--- config.mk ---
export PLATFORM = sky130hd
export DESIGN_NAME = led_status_blink_breathe_flat
export DESIGN_NICKNAME = d
export VERILOG_FILES = /design/src/rtl/lsbb_pkg.sv /design/src/rtl/lsbb_in_if.sv /design/src/rtl/lsbb_out_if.sv /design/src/rtl/led_status_blink_breathe.sv /design/src/rtl/lsbb_ctrl.sv /design/src/rtl/lsbb_dp.sv /design/src/flat_wrapper.sv
export SDC_FILE = /design/constraint.sdc
export NUM_CORES = 2
export LEC_CHECK = 0
export ABC_AREA = 0
export ABC_CLOCK_PERIOD_IN_PS = 7600
export BUFFER_PORTS_ARGS = -buffer_cell sky130_fd_sc_hd__buf_2
export CORE_MARGIN = 2
export CORE_UTILIZATION = 45
export CTS_CLUSTER_DIAMETER = 50
export DETAILED_ROUTE_END_ITERATION = 10
export HOLD_SLACK_MARGIN = 0.1
export PLACE_DENSITY_LB_ADDON = 0.05
export RECOVER_POWER = 100
export SLEW_MARGIN = 5
export SYNTH_ARGS = -nofsm -noshare
export SYNTH_HDL_FRONTEND = slang
export SYNTH_SLANG_ARGS = --single-unit
export TNS_END_PERCENT = 1
--- constraint.sdc ---
create_clock -name clk -period 7.6 [get_ports clk]
set_input_delay 0.76 -clock clk [delete_from_list [all_inputs] [get_ports clk]]
set_output_delay 0.76 -clock clk [all_outputs]
set_load 0.005 [all_outputs]
--- src/rtl/lsbb_pkg.sv ---
package lsbb_pkg;

  localparam int TIME_W     = 32;
  localparam int CFG_IDX_W  = 3;
  localparam int CFG_DATA_W = 8;
  localparam int RAMP_W     = 7;

  // configuration register indexes
  localparam logic [CFG_IDX_W-1:0] REG_BRIGHTNESS = CFG_IDX_W'(0);
  localparam logic [CFG_IDX_W-1:0] REG_OVR_RED    = CFG_IDX_W'(1);
  localparam logic [CFG_IDX_W-1:0] REG_OVR_GREEN  = CFG_IDX_W'(2);
  localparam logic [CFG_IDX_W-1:0] REG_OVR_BLUE   = CFG_IDX_W'(3);
  localparam logic [CFG_IDX_W-1:0] REG_OVR_ENABLE = CFG_IDX_W'(4);

  localparam logic [7:0] BRIGHT_RESET = 8'd255;
  localparam logic [7:0] PHASE_WRAP   = 8'd150;
  localparam logic [7:0] BREATH_HALF  = 8'd75;
  localparam logic [7:0] GREY_LEVEL   = 8'd64;
  localparam logic [7:0] BLUE_SOLID   = 8'd64;

  localparam logic [TIME_W-1:0] OFF_MS    = TIME_W'(200);
  localparam logic [TIME_W-1:0] ON_MS     = TIME_W'(100);
  localparam logic [TIME_W-1:0] UPDATE_MS = TIME_W'(20);

  typedef enum logic [1:0] {
    MODE_IDLE = 2'd0,
    MODE_ON   = 2'd1,
    MODE_OFF  = 2'd2
  } blink_mode_t;

  typedef enum logic [2:0] {
    SRC_BLACK,
    SRC_GREY,
    SRC_OVR,
    SRC_OVR_BREATH,
    SRC_BLUE_BREATH,
    SRC_BLUE_SOLID
  } color_src_t;

  typedef enum logic [1:0] {
    ST_IDLE,
    ST_MUL,
    ST_PICK,
    ST_SCALE
  } ctrl_state_t;

  typedef struct packed {
    logic eval;
    logic mul;
    logic pick;
    logic scale;
  } dp_cmd_t;

  typedef struct packed {
    logic out_free;
  } dp_stat_t;

  // 4 + ramp^2 * 251 / 5625 for ramp 0..75
  localparam logic [7:0] EASE_LUT [76] = '{
    8'd4,   8'd4,   8'd4,   8'd4,   8'd4,   8'd5,   8'd5,   8'd6,   8'd6,   8'd7,
    8'd8,   8'd9,   8'd10,  8'd11,  8'd12,  8'd14,  8'd15,  8'd16,  8'd18,  8'd20,
    8'd21,  8'd23,  8'd25,  8'd27,  8'd29,  8'd31,  8'd34,  8'd36,  8'd38,  8'd41,
    8'd44,  8'd46,  8'd49,  8'd52,  8'd55,  8'd58,  8'd61,  8'd65,  8'd68,  8'd71,
    8'd75,  8'd79,  8'd82,  8'd86,  8'd90,  8'd94,  8'd98,  8'd102, 8'd106, 8'd111,
    8'd115, 8'd120, 8'd124, 8'd129, 8'd134, 8'd138, 8'd143, 8'd148, 8'd154, 8'd159,
    8'd164, 8'd170, 8'd175, 8'd181, 8'd186, 8'd192, 8'd198, 8'd204, 8'd210, 8'd216,
    8'd222, 8'd228, 8'd235, 8'd241, 8'd248, 8'd255
  };

  // exact floor(p / 255) for any 16-bit p up to 255 * 255
  function automatic logic [7:0] div255(input logic [15:0] p);
    logic [16:0] s;
    s = {1'b0, p} + {9'd0, p[15:8]} + 17'd1;
    return s[15:8];
  endfunction

  // (c * (b + 1)) >> 8
  function automatic logic [7:0] scale_ch(input logic [7:0] c, input logic [7:0] b);
    logic [16:0] prod;
    prod = {9'd0, c} * ({9'd0, b} + 17'd1);
    return prod[15:8];
  endfunction

endpackage

--- src/rtl/lsbb_in_if.sv ---
interface lsbb_in_if;
  logic                        valid;
  logic                        ready;
  logic                        command;
  logic [lsbb_pkg::TIME_W-1:0] now_ms;
  logic                        connected;
  logic [7:0]                  profile_num;

  modport source (output valid, command, now_ms, connected, profile_num, input ready);
  modport sink (input valid, command, now_ms, connected, profile_num, output ready);
endinterface

--- src/rtl/lsbb_out_if.sv ---
interface lsbb_out_if;
  logic       valid;
  logic       ready;
  logic       send_pixel;
  logic [7:0] green_out;
  logic [7:0] red_out;
  logic [7:0] blue_out;
  logic       indicating;

  modport source (output valid, send_pixel, green_out, red_out, blue_out, indicating,
                  input ready);
  modport sink (input valid, send_pixel, green_out, red_out, blue_out, indicating,
                output ready);
endinterface

--- src/rtl/led_status_blink_breathe.sv ---
// Status LED color controller.
// in_ch carries one step per transfer: command (task or indicate), now_ms,
// connected and profile_num. out_ch returns exactly one result per step:
// send_pixel, the brightness-scaled green/red/blue bytes (zero when nothing
// is sent) and the indicating flag.
// Registers are written through cfg_we/cfg_index/cfg_data: 0 brightness,
// 1..3 override red/green/blue, 4 override enable. The user must write them
// only while no step is in flight; the block itself does not enforce it.
// One step is in flight at a time and in_ready comes back in the cycle after
// the result is loaded into the output register, so a new step is not taken
// before the last one is through; the sequence is eval, color multiply,
// select/compare, brightness multiply.
// The output register sits apart from the sequencer: a waiting result does
// not stop the next step from being accepted and worked on; that step only
// holds in its last cycle until the waiting result has been taken.
// Synchronous reset: no blink sequence, breathing phase and timestamps zero,
// nothing cached, brightness 255, override color off; no pending result.
module led_status_blink_breathe (
  input  logic                            clk,
  input  logic                            rst_n,
  lsbb_in_if.sink                         in_ch,
  lsbb_out_if.source                      out_ch,
  input  logic                            cfg_we,
  input  logic [lsbb_pkg::CFG_IDX_W-1:0]  cfg_index,
  input  logic [lsbb_pkg::CFG_DATA_W-1:0] cfg_data
);

  lsbb_pkg::dp_cmd_t  cmd;
  lsbb_pkg::dp_stat_t stat;
  logic               in_ready;

  assign in_ch.ready = in_ready;

  lsbb_ctrl u_ctrl (
    .clk      (clk),
    .rst_n    (rst_n),
    .in_valid (in_ch.valid),
    .in_ready (in_ready),
    .stat     (stat),
    .cmd      (cmd)
  );

  lsbb_dp u_dp (
    .clk            (clk),
    .rst_n          (rst_n),
    .cfg_we         (cfg_we),
    .cfg_index      (cfg_index),
    .cfg_data       (cfg_data),
    .in_command     (in_ch.command),
    .in_now_ms      (in_ch.now_ms),
    .in_connected   (in_ch.connected),
    .in_profile_num (in_ch.profile_num),
    .cmd            (cmd),
    .stat           (stat),
    .out_ch         (out_ch)
  );

endmodule

--- src/rtl/lsbb_ctrl.sv ---
module lsbb_ctrl (
  input  logic               clk,
  input  logic               rst_n,
  input  logic               in_valid,
  output logic               in_ready,
  input  lsbb_pkg::dp_stat_t stat,
  output lsbb_pkg::dp_cmd_t  cmd
);

  lsbb_pkg::ctrl_state_t state_r, state_nxt;

  always_ff @(posedge clk) begin
    if (!rst_n) begin
      state_r <= lsbb_pkg::ST_IDLE;
    end else begin
      state_r <= state_nxt;
    end
  end

  always_comb begin
    state_nxt = state_r;
    unique case (state_r)
      lsbb_pkg::ST_IDLE: begin
        if (in_valid) state_nxt = lsbb_pkg::ST_MUL;
      end
      lsbb_pkg::ST_MUL:  state_nxt = lsbb_pkg::ST_PICK;
      lsbb_pkg::ST_PICK: state_nxt = lsbb_pkg::ST_SCALE;
      lsbb_pkg::ST_SCALE: begin
        // hold until the output register is free
        if (stat.out_free) state_nxt = lsbb_pkg::ST_IDLE;
      end
      default: state_nxt = lsbb_pkg::ST_IDLE;
    endcase
  end

  always_comb begin
    in_ready  = 1'b0;
    cmd       = '0;
    unique case (state_r)
      lsbb_pkg::ST_IDLE: begin
        in_ready = 1'b1;
        cmd.eval = in_valid;
      end
      lsbb_pkg::ST_MUL:   cmd.mul = 1'b1;
      lsbb_pkg::ST_PICK:  cmd.pick = 1'b1;
      lsbb_pkg::ST_SCALE: cmd.scale = stat.out_free;
      default: begin
        in_ready = 1'b0;
      end
    endcase
  end

endmodule

--- src/rtl/lsbb_dp.sv ---
module lsbb_dp (
  input  logic                            clk,
  input  logic                            rst_n,
  input  logic                            cfg_we,
  input  logic [lsbb_pkg::CFG_IDX_W-1:0]  cfg_index,
  input  logic [lsbb_pkg::CFG_DATA_W-1:0] cfg_data,
  input  logic                            in_command,
  input  logic [lsbb_pkg::TIME_W-1:0]     in_now_ms,
  input  logic                            in_connected,
  input  logic [7:0]                      in_profile_num,
  input  lsbb_pkg::dp_cmd_t               cmd,
  output lsbb_pkg::dp_stat_t              stat,
  lsbb_out_if.source                      out_ch
);

  // configuration
  logic [7:0] bright_r;
  logic [7:0] ovr_red_r, ovr_green_r, ovr_blue_r;
  logic       ovr_en_r;

  // block state
  lsbb_pkg::blink_mode_t       mode_r, mode_nxt;
  logic [7:0]                  blinks_r, blinks_nxt;
  logic [lsbb_pkg::TIME_W-1:0] phase_start_r, phase_start_nxt;
  logic [lsbb_pkg::TIME_W-1:0] last_upd_r, last_upd_nxt;
  logic [7:0]                  breath_r, breath_nxt;
  logic [23:0]                 cache_color_r;
  logic                        cache_valid_r;

  // per-item working registers
  logic                   req_r, req_nxt;
  lsbb_pkg::color_src_t   src_r, src_nxt;
  logic                   indic_r;
  logic [7:0]             ease_r;
  logic [15:0]            prod_red_r, prod_green_r, prod_blue_r;
  logic [7:0]             col_red_r, col_green_r, col_blue_r;
  logic                   send_r;

  // output register
  logic       out_valid_r;
  logic       out_send_r;
  logic [7:0] out_green_r, out_red_r, out_blue_r;
  logic       out_indic_r;

  logic [lsbb_pkg::TIME_W-1:0] elapsed, since_upd;
  logic [7:0]                  breath_inc, breath_step, ramp_full;
  logic [lsbb_pkg::RAMP_W-1:0] ramp;
  logic [7:0]                  blinks_dec;

  logic [7:0]  sel_red, sel_green, sel_blue;
  logic [23:0] sel_packed;
  logic        cache_hit, send_nxt;

  // ---------------- step evaluation, straight off the input transfer
  assign elapsed    = in_now_ms - phase_start_r;
  assign since_upd  = in_now_ms - last_upd_r;
  assign breath_inc = breath_r + 8'd1;
  assign breath_step = (breath_inc >= lsbb_pkg::PHASE_WRAP) ? 8'd0 : breath_inc;
  assign ramp_full  = (breath_step < lsbb_pkg::BREATH_HALF) ? breath_step
                                                            : lsbb_pkg::PHASE_WRAP - breath_step;
  assign ramp       = ramp_full[lsbb_pkg::RAMP_W-1:0];
  assign blinks_dec = blinks_r - 8'd1;

  always_comb begin
    mode_nxt        = mode_r;
    blinks_nxt      = blinks_r;
    phase_start_nxt = phase_start_r;
    last_upd_nxt    = last_upd_r;
    breath_nxt      = breath_r;
    req_nxt         = 1'b0;
    src_nxt         = lsbb_pkg::SRC_BLACK;
    if (in_command) begin
      // indicate: only starts a sequence from idle
      if (mode_r == lsbb_pkg::MODE_IDLE) begin
        blinks_nxt      = in_profile_num + 8'd1;
        mode_nxt        = lsbb_pkg::MODE_OFF;
        phase_start_nxt = in_now_ms;
      end
    end else begin
      unique case (mode_r)
        lsbb_pkg::MODE_OFF: begin
          req_nxt = 1'b1;
          src_nxt = lsbb_pkg::SRC_BLACK;
          if (elapsed >= lsbb_pkg::OFF_MS) begin
            blinks_nxt      = blinks_dec;
            mode_nxt        = (blinks_dec != 8'd0) ? lsbb_pkg::MODE_ON : lsbb_pkg::MODE_IDLE;
            phase_start_nxt = in_now_ms;
          end
        end
        lsbb_pkg::MODE_ON: begin
          req_nxt = 1'b1;
          src_nxt = ovr_en_r ? lsbb_pkg::SRC_OVR : lsbb_pkg::SRC_GREY;
          if (elapsed >= lsbb_pkg::ON_MS) begin
            mode_nxt        = lsbb_pkg::MODE_OFF;
            phase_start_nxt = in_now_ms;
          end
        end
        lsbb_pkg::MODE_IDLE: begin
          if (since_upd >= lsbb_pkg::UPDATE_MS) begin
            last_upd_nxt = in_now_ms;
            breath_nxt   = breath_step;
            req_nxt      = 1'b1;
            priority if (ovr_en_r && !in_connected) src_nxt = lsbb_pkg::SRC_OVR_BREATH;
            else if (ovr_en_r)                      src_nxt = lsbb_pkg::SRC_OVR;
            else if (!in_connected)                 src_nxt = lsbb_pkg::SRC_BLUE_BREATH;
            else                                    src_nxt = lsbb_pkg::SRC_BLUE_SOLID;
          end
        end
        default: mode_nxt = lsbb_pkg::MODE_IDLE;
      endcase
    end
  end

  // ---------------- color selection and repeat suppression
  always_comb begin
    sel_red   = 8'd0;
    sel_green = 8'd0;
    sel_blue  = 8'd0;
    unique case (src_r)
      lsbb_pkg::SRC_BLACK: begin
        sel_red = 8'd0;
      end
      lsbb_pkg::SRC_GREY: begin
        sel_red   = lsbb_pkg::GREY_LEVEL;
        sel_green = lsbb_pkg::GREY_LEVEL;
        sel_blue  = lsbb_pkg::GREY_LEVEL;
      end
      lsbb_pkg::SRC_OVR: begin
        sel_red   = ovr_red_r;
        sel_green = ovr_green_r;
        sel_blue  = ovr_blue_r;
      end
      lsbb_pkg::SRC_OVR_BREATH: begin
        sel_red   = lsbb_pkg::div255(prod_red_r);
        sel_green = lsbb_pkg::div255(prod_green_r);
        sel_blue  = lsbb_pkg::div255(prod_blue_r);
      end
      lsbb_pkg::SRC_BLUE_BREATH: sel_blue = ease_r;
      lsbb_pkg::SRC_BLUE_SOLID:  sel_blue = lsbb_pkg::BLUE_SOLID;
      default: sel_red = 8'd0;
    endcase
  end

  assign sel_packed = {sel_red, sel_green, sel_blue};
  assign cache_hit  = cache_valid_r && (cache_color_r == sel_packed);
  assign send_nxt   = req_r && !cache_hit;

  // ---------------- control state
  always_ff @(posedge clk) begin
    if (!rst_n) begin
      bright_r      <= lsbb_pkg::BRIGHT_RESET;
      ovr_red_r     <= 8'd0;
      ovr_green_r   <= 8'd0;
      ovr_blue_r    <= 8'd0;
      ovr_en_r      <= 1'b0;
      mode_r        <= lsbb_pkg::MODE_IDLE;
      blinks_r      <= 8'd0;
      phase_start_r <= '0;
      last_upd_r    <= '0;
      breath_r      <= 8'd0;
      cache_color_r <= 24'd0;
      cache_valid_r <= 1'b0;
      out_valid_r   <= 1'b0;
    end else begin
      if (cfg_we) begin
        unique case (cfg_index)
          lsbb_pkg::REG_BRIGHTNESS: begin
            // a new brightness makes the cached color stale
            if (cfg_data[7:0] != bright_r) begin
              bright_r      <= cfg_data[7:0];
              cache_valid_r <= 1'b0;
            end
          end
          lsbb_pkg::REG_OVR_RED:    ovr_red_r   <= cfg_data[7:0];
          lsbb_pkg::REG_OVR_GREEN:  ovr_green_r <= cfg_data[7:0];
          lsbb_pkg::REG_OVR_BLUE:   ovr_blue_r  <= cfg_data[7:0];
          lsbb_pkg::REG_OVR_ENABLE: ovr_en_r    <= cfg_data[0];
          default: ovr_en_r <= ovr_en_r;
        endcase
      end
      if (cmd.eval) begin
        mode_r        <= mode_nxt;
        blinks_r      <= blinks_nxt;
        phase_start_r <= phase_start_nxt;
        last_upd_r    <= last_upd_nxt;
        breath_r      <= breath_nxt;
      end
      if (cmd.pick && send_nxt) begin
        cache_color_r <= sel_packed;
        cache_valid_r <= 1'b1;
      end
      if (cmd.scale) begin
        out_valid_r <= 1'b1;
      end else if (out_valid_r && out_ch.ready) begin
        out_valid_r <= 1'b0;
      end
    end
  end

  // ---------------- payload registers
  always_ff @(posedge clk) begin
    if (cmd.eval) begin
      req_r   <= req_nxt;
      src_r   <= src_nxt;
      indic_r <= (mode_nxt != lsbb_pkg::MODE_IDLE);
      ease_r  <= lsbb_pkg::EASE_LUT[ramp];
    end
    if (cmd.mul) begin
      prod_red_r   <= {8'd0, ovr_red_r} * {8'd0, ease_r};
      prod_green_r <= {8'd0, ovr_green_r} * {8'd0, ease_r};
      prod_blue_r  <= {8'd0, ovr_blue_r} * {8'd0, ease_r};
    end
    if (cmd.pick) begin
      col_red_r   <= sel_red;
      col_green_r <= sel_green;
      col_blue_r  <= sel_blue;
      send_r      <= send_nxt;
    end
    if (cmd.scale) begin
      out_send_r  <= send_r;
      out_green_r <= send_r ? lsbb_pkg::scale_ch(col_green_r, bright_r) : 8'd0;
      out_red_r   <= send_r ? lsbb_pkg::scale_ch(col_red_r, bright_r) : 8'd0;
      out_blue_r  <= send_r ? lsbb_pkg::scale_ch(col_blue_r, bright_r) : 8'd0;
      out_indic_r <= indic_r;
    end
  end

  assign stat.out_free = !out_valid_r || out_ch.ready;

  assign out_ch.valid      = out_valid_r;
  assign out_ch.send_pixel = out_send_r;
  assign out_ch.green_out  = out_green_r;
  assign out_ch.red_out    = out_red_r;
  assign out_ch.blue_out   = out_blue_r;
  assign out_ch.indicating = out_indic_r;

endmodule

--- src/flat_wrapper.sv ---
// flat-port wrapper written by rule: the top's interface ports become plain ports
module led_status_blink_breathe_flat 
  (clk, rst_n, cfg_we, cfg_index, cfg_data, in_ch_valid, in_ch_command, in_ch_now_ms, in_ch_connected, in_ch_profile_num, in_ch_ready, out_ch_valid, out_ch_send_pixel, out_ch_green_out, out_ch_red_out, out_ch_blue_out, out_ch_indicating, out_ch_ready);
  lsbb_in_if in_ch_i ();
  lsbb_out_if out_ch_i ();
  input  logic clk;
  input  logic rst_n;
  input  logic cfg_we;
  input  logic [lsbb_pkg::CFG_IDX_W-1:0] cfg_index;
  input  logic [lsbb_pkg::CFG_DATA_W-1:0] cfg_data;
  input wire logic [$bits(in_ch_i.valid)-1:0] in_ch_valid;
  input wire logic [$bits(in_ch_i.command)-1:0] in_ch_command;
  input wire logic [$bits(in_ch_i.now_ms)-1:0] in_ch_now_ms;
  input wire logic [$bits(in_ch_i.connected)-1:0] in_ch_connected;
  input wire logic [$bits(in_ch_i.profile_num)-1:0] in_ch_profile_num;
  output wire logic [$bits(in_ch_i.ready)-1:0] in_ch_ready;
  output wire logic [$bits(out_ch_i.valid)-1:0] out_ch_valid;
  output wire logic [$bits(out_ch_i.send_pixel)-1:0] out_ch_send_pixel;
  output wire logic [$bits(out_ch_i.green_out)-1:0] out_ch_green_out;
  output wire logic [$bits(out_ch_i.red_out)-1:0] out_ch_red_out;
  output wire logic [$bits(out_ch_i.blue_out)-1:0] out_ch_blue_out;
  output wire logic [$bits(out_ch_i.indicating)-1:0] out_ch_indicating;
  input wire logic [$bits(out_ch_i.ready)-1:0] out_ch_ready;
  assign in_ch_i.valid = in_ch_valid;
  assign in_ch_i.command = in_ch_command;
  assign in_ch_i.now_ms = in_ch_now_ms;
  assign in_ch_i.connected = in_ch_connected;
  assign in_ch_i.profile_num = in_ch_profile_num;
  assign in_ch_ready = in_ch_i.ready;
  assign out_ch_valid = out_ch_i.valid;
  assign out_ch_send_pixel = out_ch_i.send_pixel;
  assign out_ch_green_out = out_ch_i.green_out;
  assign out_ch_red_out = out_ch_i.red_out;
  assign out_ch_blue_out = out_ch_i.blue_out;
  assign out_ch_indicating = out_ch_i.indicating;
  assign out_ch_i.ready = out_ch_ready;
  led_status_blink_breathe u_core (.clk(clk), .rst_n(rst_n), .in_ch(in_ch_i), .out_ch(out_ch_i), .cfg_we(cfg_we), .cfg_index(cfg_index), .cfg_data(cfg_data));
endmodule
; After elaboration in Yosys (flattened, before gate mapping)
; Memory sizes are Yosys's and may differ from the RTL's. A register that Yosys moved wholly into a read port is not among the register bits.
; Cells that the tools add are included.
[word_totals]
out_inout_bits = 28
n_memories = 1
reg_bits = 247
inputBits = 58
rom_bits = 1024
word_cells = 152
[classes]
add_sub_neg = 13
mul = 6
n_eq_ne = 21
n_reduce_logical = 33
bitwise = 2
order_cmp = 5
n_mux = 42
[memory_table]
columns = memory, words, width, rd, rd_clocked_by_memory_dff, write_ports, line_no
row1 = (no name shown), 128, 8, 1, 1, 0, lsbb_dp.sv:206  ; ease_r <= lsbb_pkg::EASE_LUT[ramp];
[ops]
columns = op, count
row1 = 32-bit 2-to-1 mux, 4
row2 = 32-bit one-hot mux with 2 select lines, 1
row3 = 32-bit subtractor, 2
row4 = 16-bit by 1-bit adder with 16-bit output (second input constant), 3
row5 = 16-bit by 8-bit adder with 16-bit output, 3
row6 = 8-bit by 8-bit multiplier with 16-bit output, 3
row7 = 8-bit one-hot mux with 3 select lines, 2
row8 = 8-bit 2-to-1 mux, 5
row9 = 8-bit by 17-bit multiplier with 16-bit output, 2
row10 = 32-bit by 5-bit >= comparator with 1-bit output (second input constant), 1
row11 = 32-bit by 7-bit >= comparator with 1-bit output (second input constant), 1
row12 = 32-bit by 8-bit >= comparator with 1-bit output (second input constant), 1
row13 = 8-bit one-hot mux with 4 select lines, 1
row14 = 24-bit == test, 1
row15 = 8-bit by 1-bit adder with 8-bit output (second input constant), 2
row16 = 8-bit by 9-bit multiplier with 16-bit output, 1
row17 = 1-bit 2-to-1 mux, 14
row18 = 2-bit 2-to-1 mux, 7
row19 = 2-bit nonzero test, 7
row20 = 3-bit by 2-bit == test with 1-bit output (second input constant), 4
row21 = 2-bit AND reduction, 5
row22 = 8-bit by 1-bit adder with 9-bit output (second input constant), 1
row23 = 3-bit == test (second input constant), 3
row24 = 3-bit 2-to-1 mux, 3
row25 = other kinds (29), 45

; Depth between registers and ports, before layout
[depth]
word_depth = 10
ltp_mapped = 24
ltp_nobuf = 21

; Modules after synthesis
; Synthesis repeated with hierarchy kept, for this count alone.
[unflattened]
hier_cells = 3431
hier_area_um2 = 29064.1
[by_module_without_submodules]
columns = module, cells_per_inst, seq_area_each_um2, area_per_inst_um2, n_inst
row1 = lsbb_dp, 3411, 6185.9, 28884.0, 1
row2 = lsbb_ctrl, 20, 40.0, 180.2, 1

; Worst setup path after synthesis
; OpenSTA, ideal clock, no wires.
[synth_path]
kind = register to register
start = register u_core.u_dp.bright_r[0]
end = register u_core.u_dp.out_green_r[7], in the netlist u_core.u_dp.out_ch.green_out[7] (data pin)
path_stages_with_launch = 21
setup_ns = 0.255
required_time_ns = 7.345
period_less_slack_ns = 5.401
slack_ns = 2.199
t_arrival_ns = 5.146
path_buffers = 1
cell_sequence = dfxtp_1 > ha_1 > nand2_1 > nor2_1 > xor2_1 > clkbuf_1 > nand2_1 > fa_1 > inv_1 > fa_1 > inv_1 > fa_1 > inv_1 > fa_1 > ha_1 > nor2b_1 > o41ai_1 > o211ai_1 > a21oi_1 > xnor2_1 > and2_1
[synth_via]
elab_chain_cells = 2
[synth_rtl]
columns = item, line_no
row1 = start: declaration, lsbb_dp.sv:17  ; logic [7:0] bright_r;
row2 = start signal: assignment, lsbb_dp.sv:151  ; bright_r <= lsbb_pkg::BRIGHT_RESET;
row3 = start signal: assignment, lsbb_dp.sv:170  ; bright_r <= cfg_data[7:0];
row4 = 8-bit by 1-bit adder with 9-bit output, lsbb_pkg.sv:80  ; prod = {9'd0, c} * ({9'd0, b} + 17'd1);
row5 = 8-bit by 17-bit multiplier with 16-bit output, lsbb_pkg.sv:80
row6 = end signal: assignment, lsbb_dp.sv:221  ; out_green_r <= send_r ? lsbb_pkg::scale_ch(col_green_r, bright_r) : 8'd0;
row7 = end: declaration, lsbb_dp.sv:42  ; logic [7:0] out_green_r, out_red_r, out_blue_r;
; No other way between the ends.
; A chain may end at the register's enable or synchronous reset.

; Worst setup path after layout
[layout_path]
start = register u_core.u_dp.bright_r[0]
end = register u_core.u_dp.out_blue_r[7], in the netlist u_core.u_dp.out_ch.blue_out[7] (data pin)
[layout_via]
elab_chain_cells = 2
[layout_rtl]
columns = item, line_no
row1 = 8-bit by 1-bit adder with 9-bit output, lsbb_pkg.sv:80
row2 = 8-bit by 9-bit multiplier with 16-bit output, lsbb_pkg.sv:80
row3 = end signal: assignment, lsbb_dp.sv:223  ; out_blue_r <= send_r ? lsbb_pkg::scale_ch(col_blue_r, bright_r) : 8'd0;
row4 = end: declaration, lsbb_dp.sv:42
; No other way between the ends.

==> results.md <==
- Tmin final: 6.734 ns
- Worst-path maximum fanout: 26
- Top cell type by total area after synthesis: fa_1
- Post-CTS Setup Bufs: 0
- Setup violators final: 0
- Vias per inst: 5.584
- DRT antenna net count: 0
- Setup CP Type: flop to flop
- Ys async rst share: 0%
- Number of flops mapped to enable cells by yosys: 112
- Endpoints failing hold: 0
- Sequential fraction of the synthesis area: 21.07%
- Critical Path RT: 7.92 ns
- Initial antenna violation count: 4
- Critical Path Sink: u_core.u_dp.out_ch.blue_out[7]
- Die ar.: 67740 um^2
- Yosys warns: 0
- Worst setup SP type: flop
- CTS H-tree depth: 2
- Total GRT Usage: 23.84%
- Nets: 4099
- Total Negative Setup Slacks: 0 ns
- Fraction of layout cells with a size suffix above 1: 5.516%
- GRT overflow: 0
- Rows: 93
- Reg-to-Reg End: u_core.u_dp.out_ch.blue_out[7]
- Outcome: finished with violations
- Initial Util: 45.68%
- Main synth FF type: dfxtp_1
- Top-level port count: 86
- DR WL/cell: 18.30 um
- Flops & latches, synth: 255
- First-pass DRT Iterations: 5
- Post-route design area: 32060 um^2
- CTS tree: done
- Min-Delay Path Class: flop to flop
- Placed cell areas: 30590 um^2
- Crit path DAT: 7.06 ns
- Final Util: 49.56%
- Most common cell after layout, fill and taps aside: nand2_1
- Routed WL: 80340 um
- # hold bufs at CTS: 0
- Netlist cell types: 98
- Largest cells by area after synthesis: fa_1 (16%), ha_1 (13%), edfxtp_1 (11%), dfxtp_1 (9.7%), nand2_1 (6.4%)
- Pwr/cell area: 232.5 nW/um^2
- Worst-skew pair later-pin latency: 0.59 ns
- Starting DRT DRC Count: 1341
- Syn_nets: 4113
- Clock Skews: 0.02399 ns
- Core area: 64700 um^2
- Most frequent cells in the layout: nand2_1 (503), inv_1 (417), ha_1 (312), fa_1 (230), and2_1 (190)
- Failing checks: max-capacitance violations, max-slew violations
- CP Launch Point: u_core.u_dp.bright_r[0]
- R2r startpoint: u_core.u_dp.bright_r[0]
- CP Capture Type: flop
- Syn avg cell area: 8.413 um^2
- Clock transition at path regs: 0.06 ns
- Vias in the first global route: 24890
- Largest net degree at the start of global routing: 91
- RSZ-0062 raised after global routing: no
- Post-route DRC: 0
- Fmax: 0.1485 GHz
- WHS: 0.4436 ns
- P&R area growth vs syn: 8.480%
- Clock Path Buffers: 3
- Antenna cells: 0
- Synth top area share: 15.58%
- Slew @ Worst Pin: 3.816 ns
- Leak Pwr: 14.59 nW
- First-pass GRT wire length: 130300 um
- Final slew viol count: 344
- HPWL Detailed: 61720 um
- CTS Buf Count: 44
- Clk root buf: clkbuf_16
- VDD IR-drop max: 0.0002746 V
- Mapped Cells: 3513
- Max-cap viol count: 7
- # resized after CTS: 0
- Worst reg2reg path depth: 22
- Design Power: 7.453 mW
- Die X: 260.3 um
- Post-synthesis cell area: 29550 um^2
- Max-slew headroom: -154.4%
- Final cycle utilization of the critical path: 88.61%
- GPL Wtd Cong: 0.9183
- Die H: 260.3 um
- Vias after detailed routing: 24510
- PortBufs: 85
- Worst R2R Setup Slack: 0.87 ns
- CTS sink cnt: 255
final cells by class:
class                   count  area (um^2)
fillers                  6353        32640
multi-input cells        2663        21000
flip-flops and latches    255         6226
inverters                 419         1573
clock buffers              55         1267
well taps                 855         1070
repair buffers            116        610.6
clock inverters            27        310.3
metrics by stage:
step | std cells | setup slack [ns]
global placement | 4308 | 1.427
detailed placement | 4308 | 1.311
CTS | 4390 | 1.266
global route | 4390 | 0.4498
finish | 4390 | 0.8658
floorplan | 3513 | 2.199
power by group:
group	internal, mW	leakage [nW]	switching [mW]	total (mW)
registers	1.78	2.22	0.339	2.12
clock network	1.34	0.763	0.797	2.13
logic	1.27	11.6	1.92	3.20
total	4.39	14.6	3.06	7.45
critical path, stage by stage, from the launching register on:
cell      delay [ns]
dfxtp_1         0.30
buf_4           0.28
ha_1            0.26
nand3_1         0.12
xnor2_1         1.06
and2_1          0.27
fa_1            0.43
ha_1            0.29
inv_1           0.05
fa_1            0.53
inv_1           0.04
ha_1            0.28
and4b_1         0.17
a41o_1          0.25
a21o_1          0.18
a21o_1          0.17
a21oi_1         0.22
nor2b_1         0.10
o41ai_1         0.78
o211ai_1        0.26
a21oi_1         0.22
xnor2_1         0.07
and2_0          0.15
cells by family after synthesis:
group,share of synthesized area [%]
xor gates and xnor gates,4.564
muxes,3.306
DFF,21.07
and+or+nand+nor,20.81
AOI/OAI and AO/OA,13.60
adders and majority gates,28.79
buffers and inverters,7.866
routing by layer:
| layer | GRT usage [%] | vias to the layer above | routed length [um] |
|---|---|---|---|
| li1 | - | 11840 | - |
| met1 | 31.43 | 11970 | 36160 |
| met2 | 40.37 | 554 | 37960 |
| met3 | 3.166 | 139 | 3730 |
| met4 | 7.889 | 8 | 2431 |
| met5 | 0 | - | 55 |
worst min-delay path by stage:
stage	startpoint	end	slack, ns	cells past startpoint
final	u_core.u_dp.indic_r	u_core.u_dp.out_ch.indicating	0.44	0
after global routing	u_core.u_dp.indic_r	u_core.u_dp.out_ch.indicating	0.45	0
after global placement	u_core.u_dp.phase_start_r[2]	u_core.u_dp.phase_start_r[2]	0.45	2
after detailed placement	u_core.u_dp.indic_r	u_core.u_dp.out_ch.indicating	0.42	0
after CTS	u_core.u_dp.indic_r	u_core.u_dp.out_ch.indicating	0.44	0
after floorplan	u_core.u_dp.indic_r	u_core.u_dp.out_ch.indicating	0.40	0
synth_stat cells, types with 7 or more instances:
master	number
or3_1	14
nand2_1	503
fa_1	230
a211oi_1	22
nor4_1	23
o21ai_1	65
nand2b_1	27
buf_1	17
a31oi_1	29
buf_2	17
ha_1	312
nor3_1	46
o2111ai_1	8
nor2_1	164
clkbuf_1	134
a21o_1	30
nand3_1	94
a211o_1	7
a22oi_1	13
and2_1	217
o31a_1	12
a21boi_0	9
nand4_1	30
nor2b_1	48
o22ai_1	14
and3_1	24
o21bai_1	8
nor3b_1	8
a21oi_1	149
dfxtp_1	143
and4_1	7
o211ai_1	30
o21ai_0	87
xor2_1	49
o41ai_1	10
o21a_1	31
nand3b_1	14
o31ai_1	16
edfxtp_1	112
inv_1	416
xnor2_1	105
mux2i_1	92
state kept, by name (all words and copies together), names as in the netlist, 16 cells and up:
register and count:
u_core.u_dp.cache_color_r 24, u_core.u_dp.last_upd_r 32, u_core.u_dp.phase_start_r 32, u_core.u_dp.prod_blue_r 16, u_core.u_dp.prod_green_r 16, u_core.u_dp.prod_red_r 16
Power figures use the tool's default switching activity.
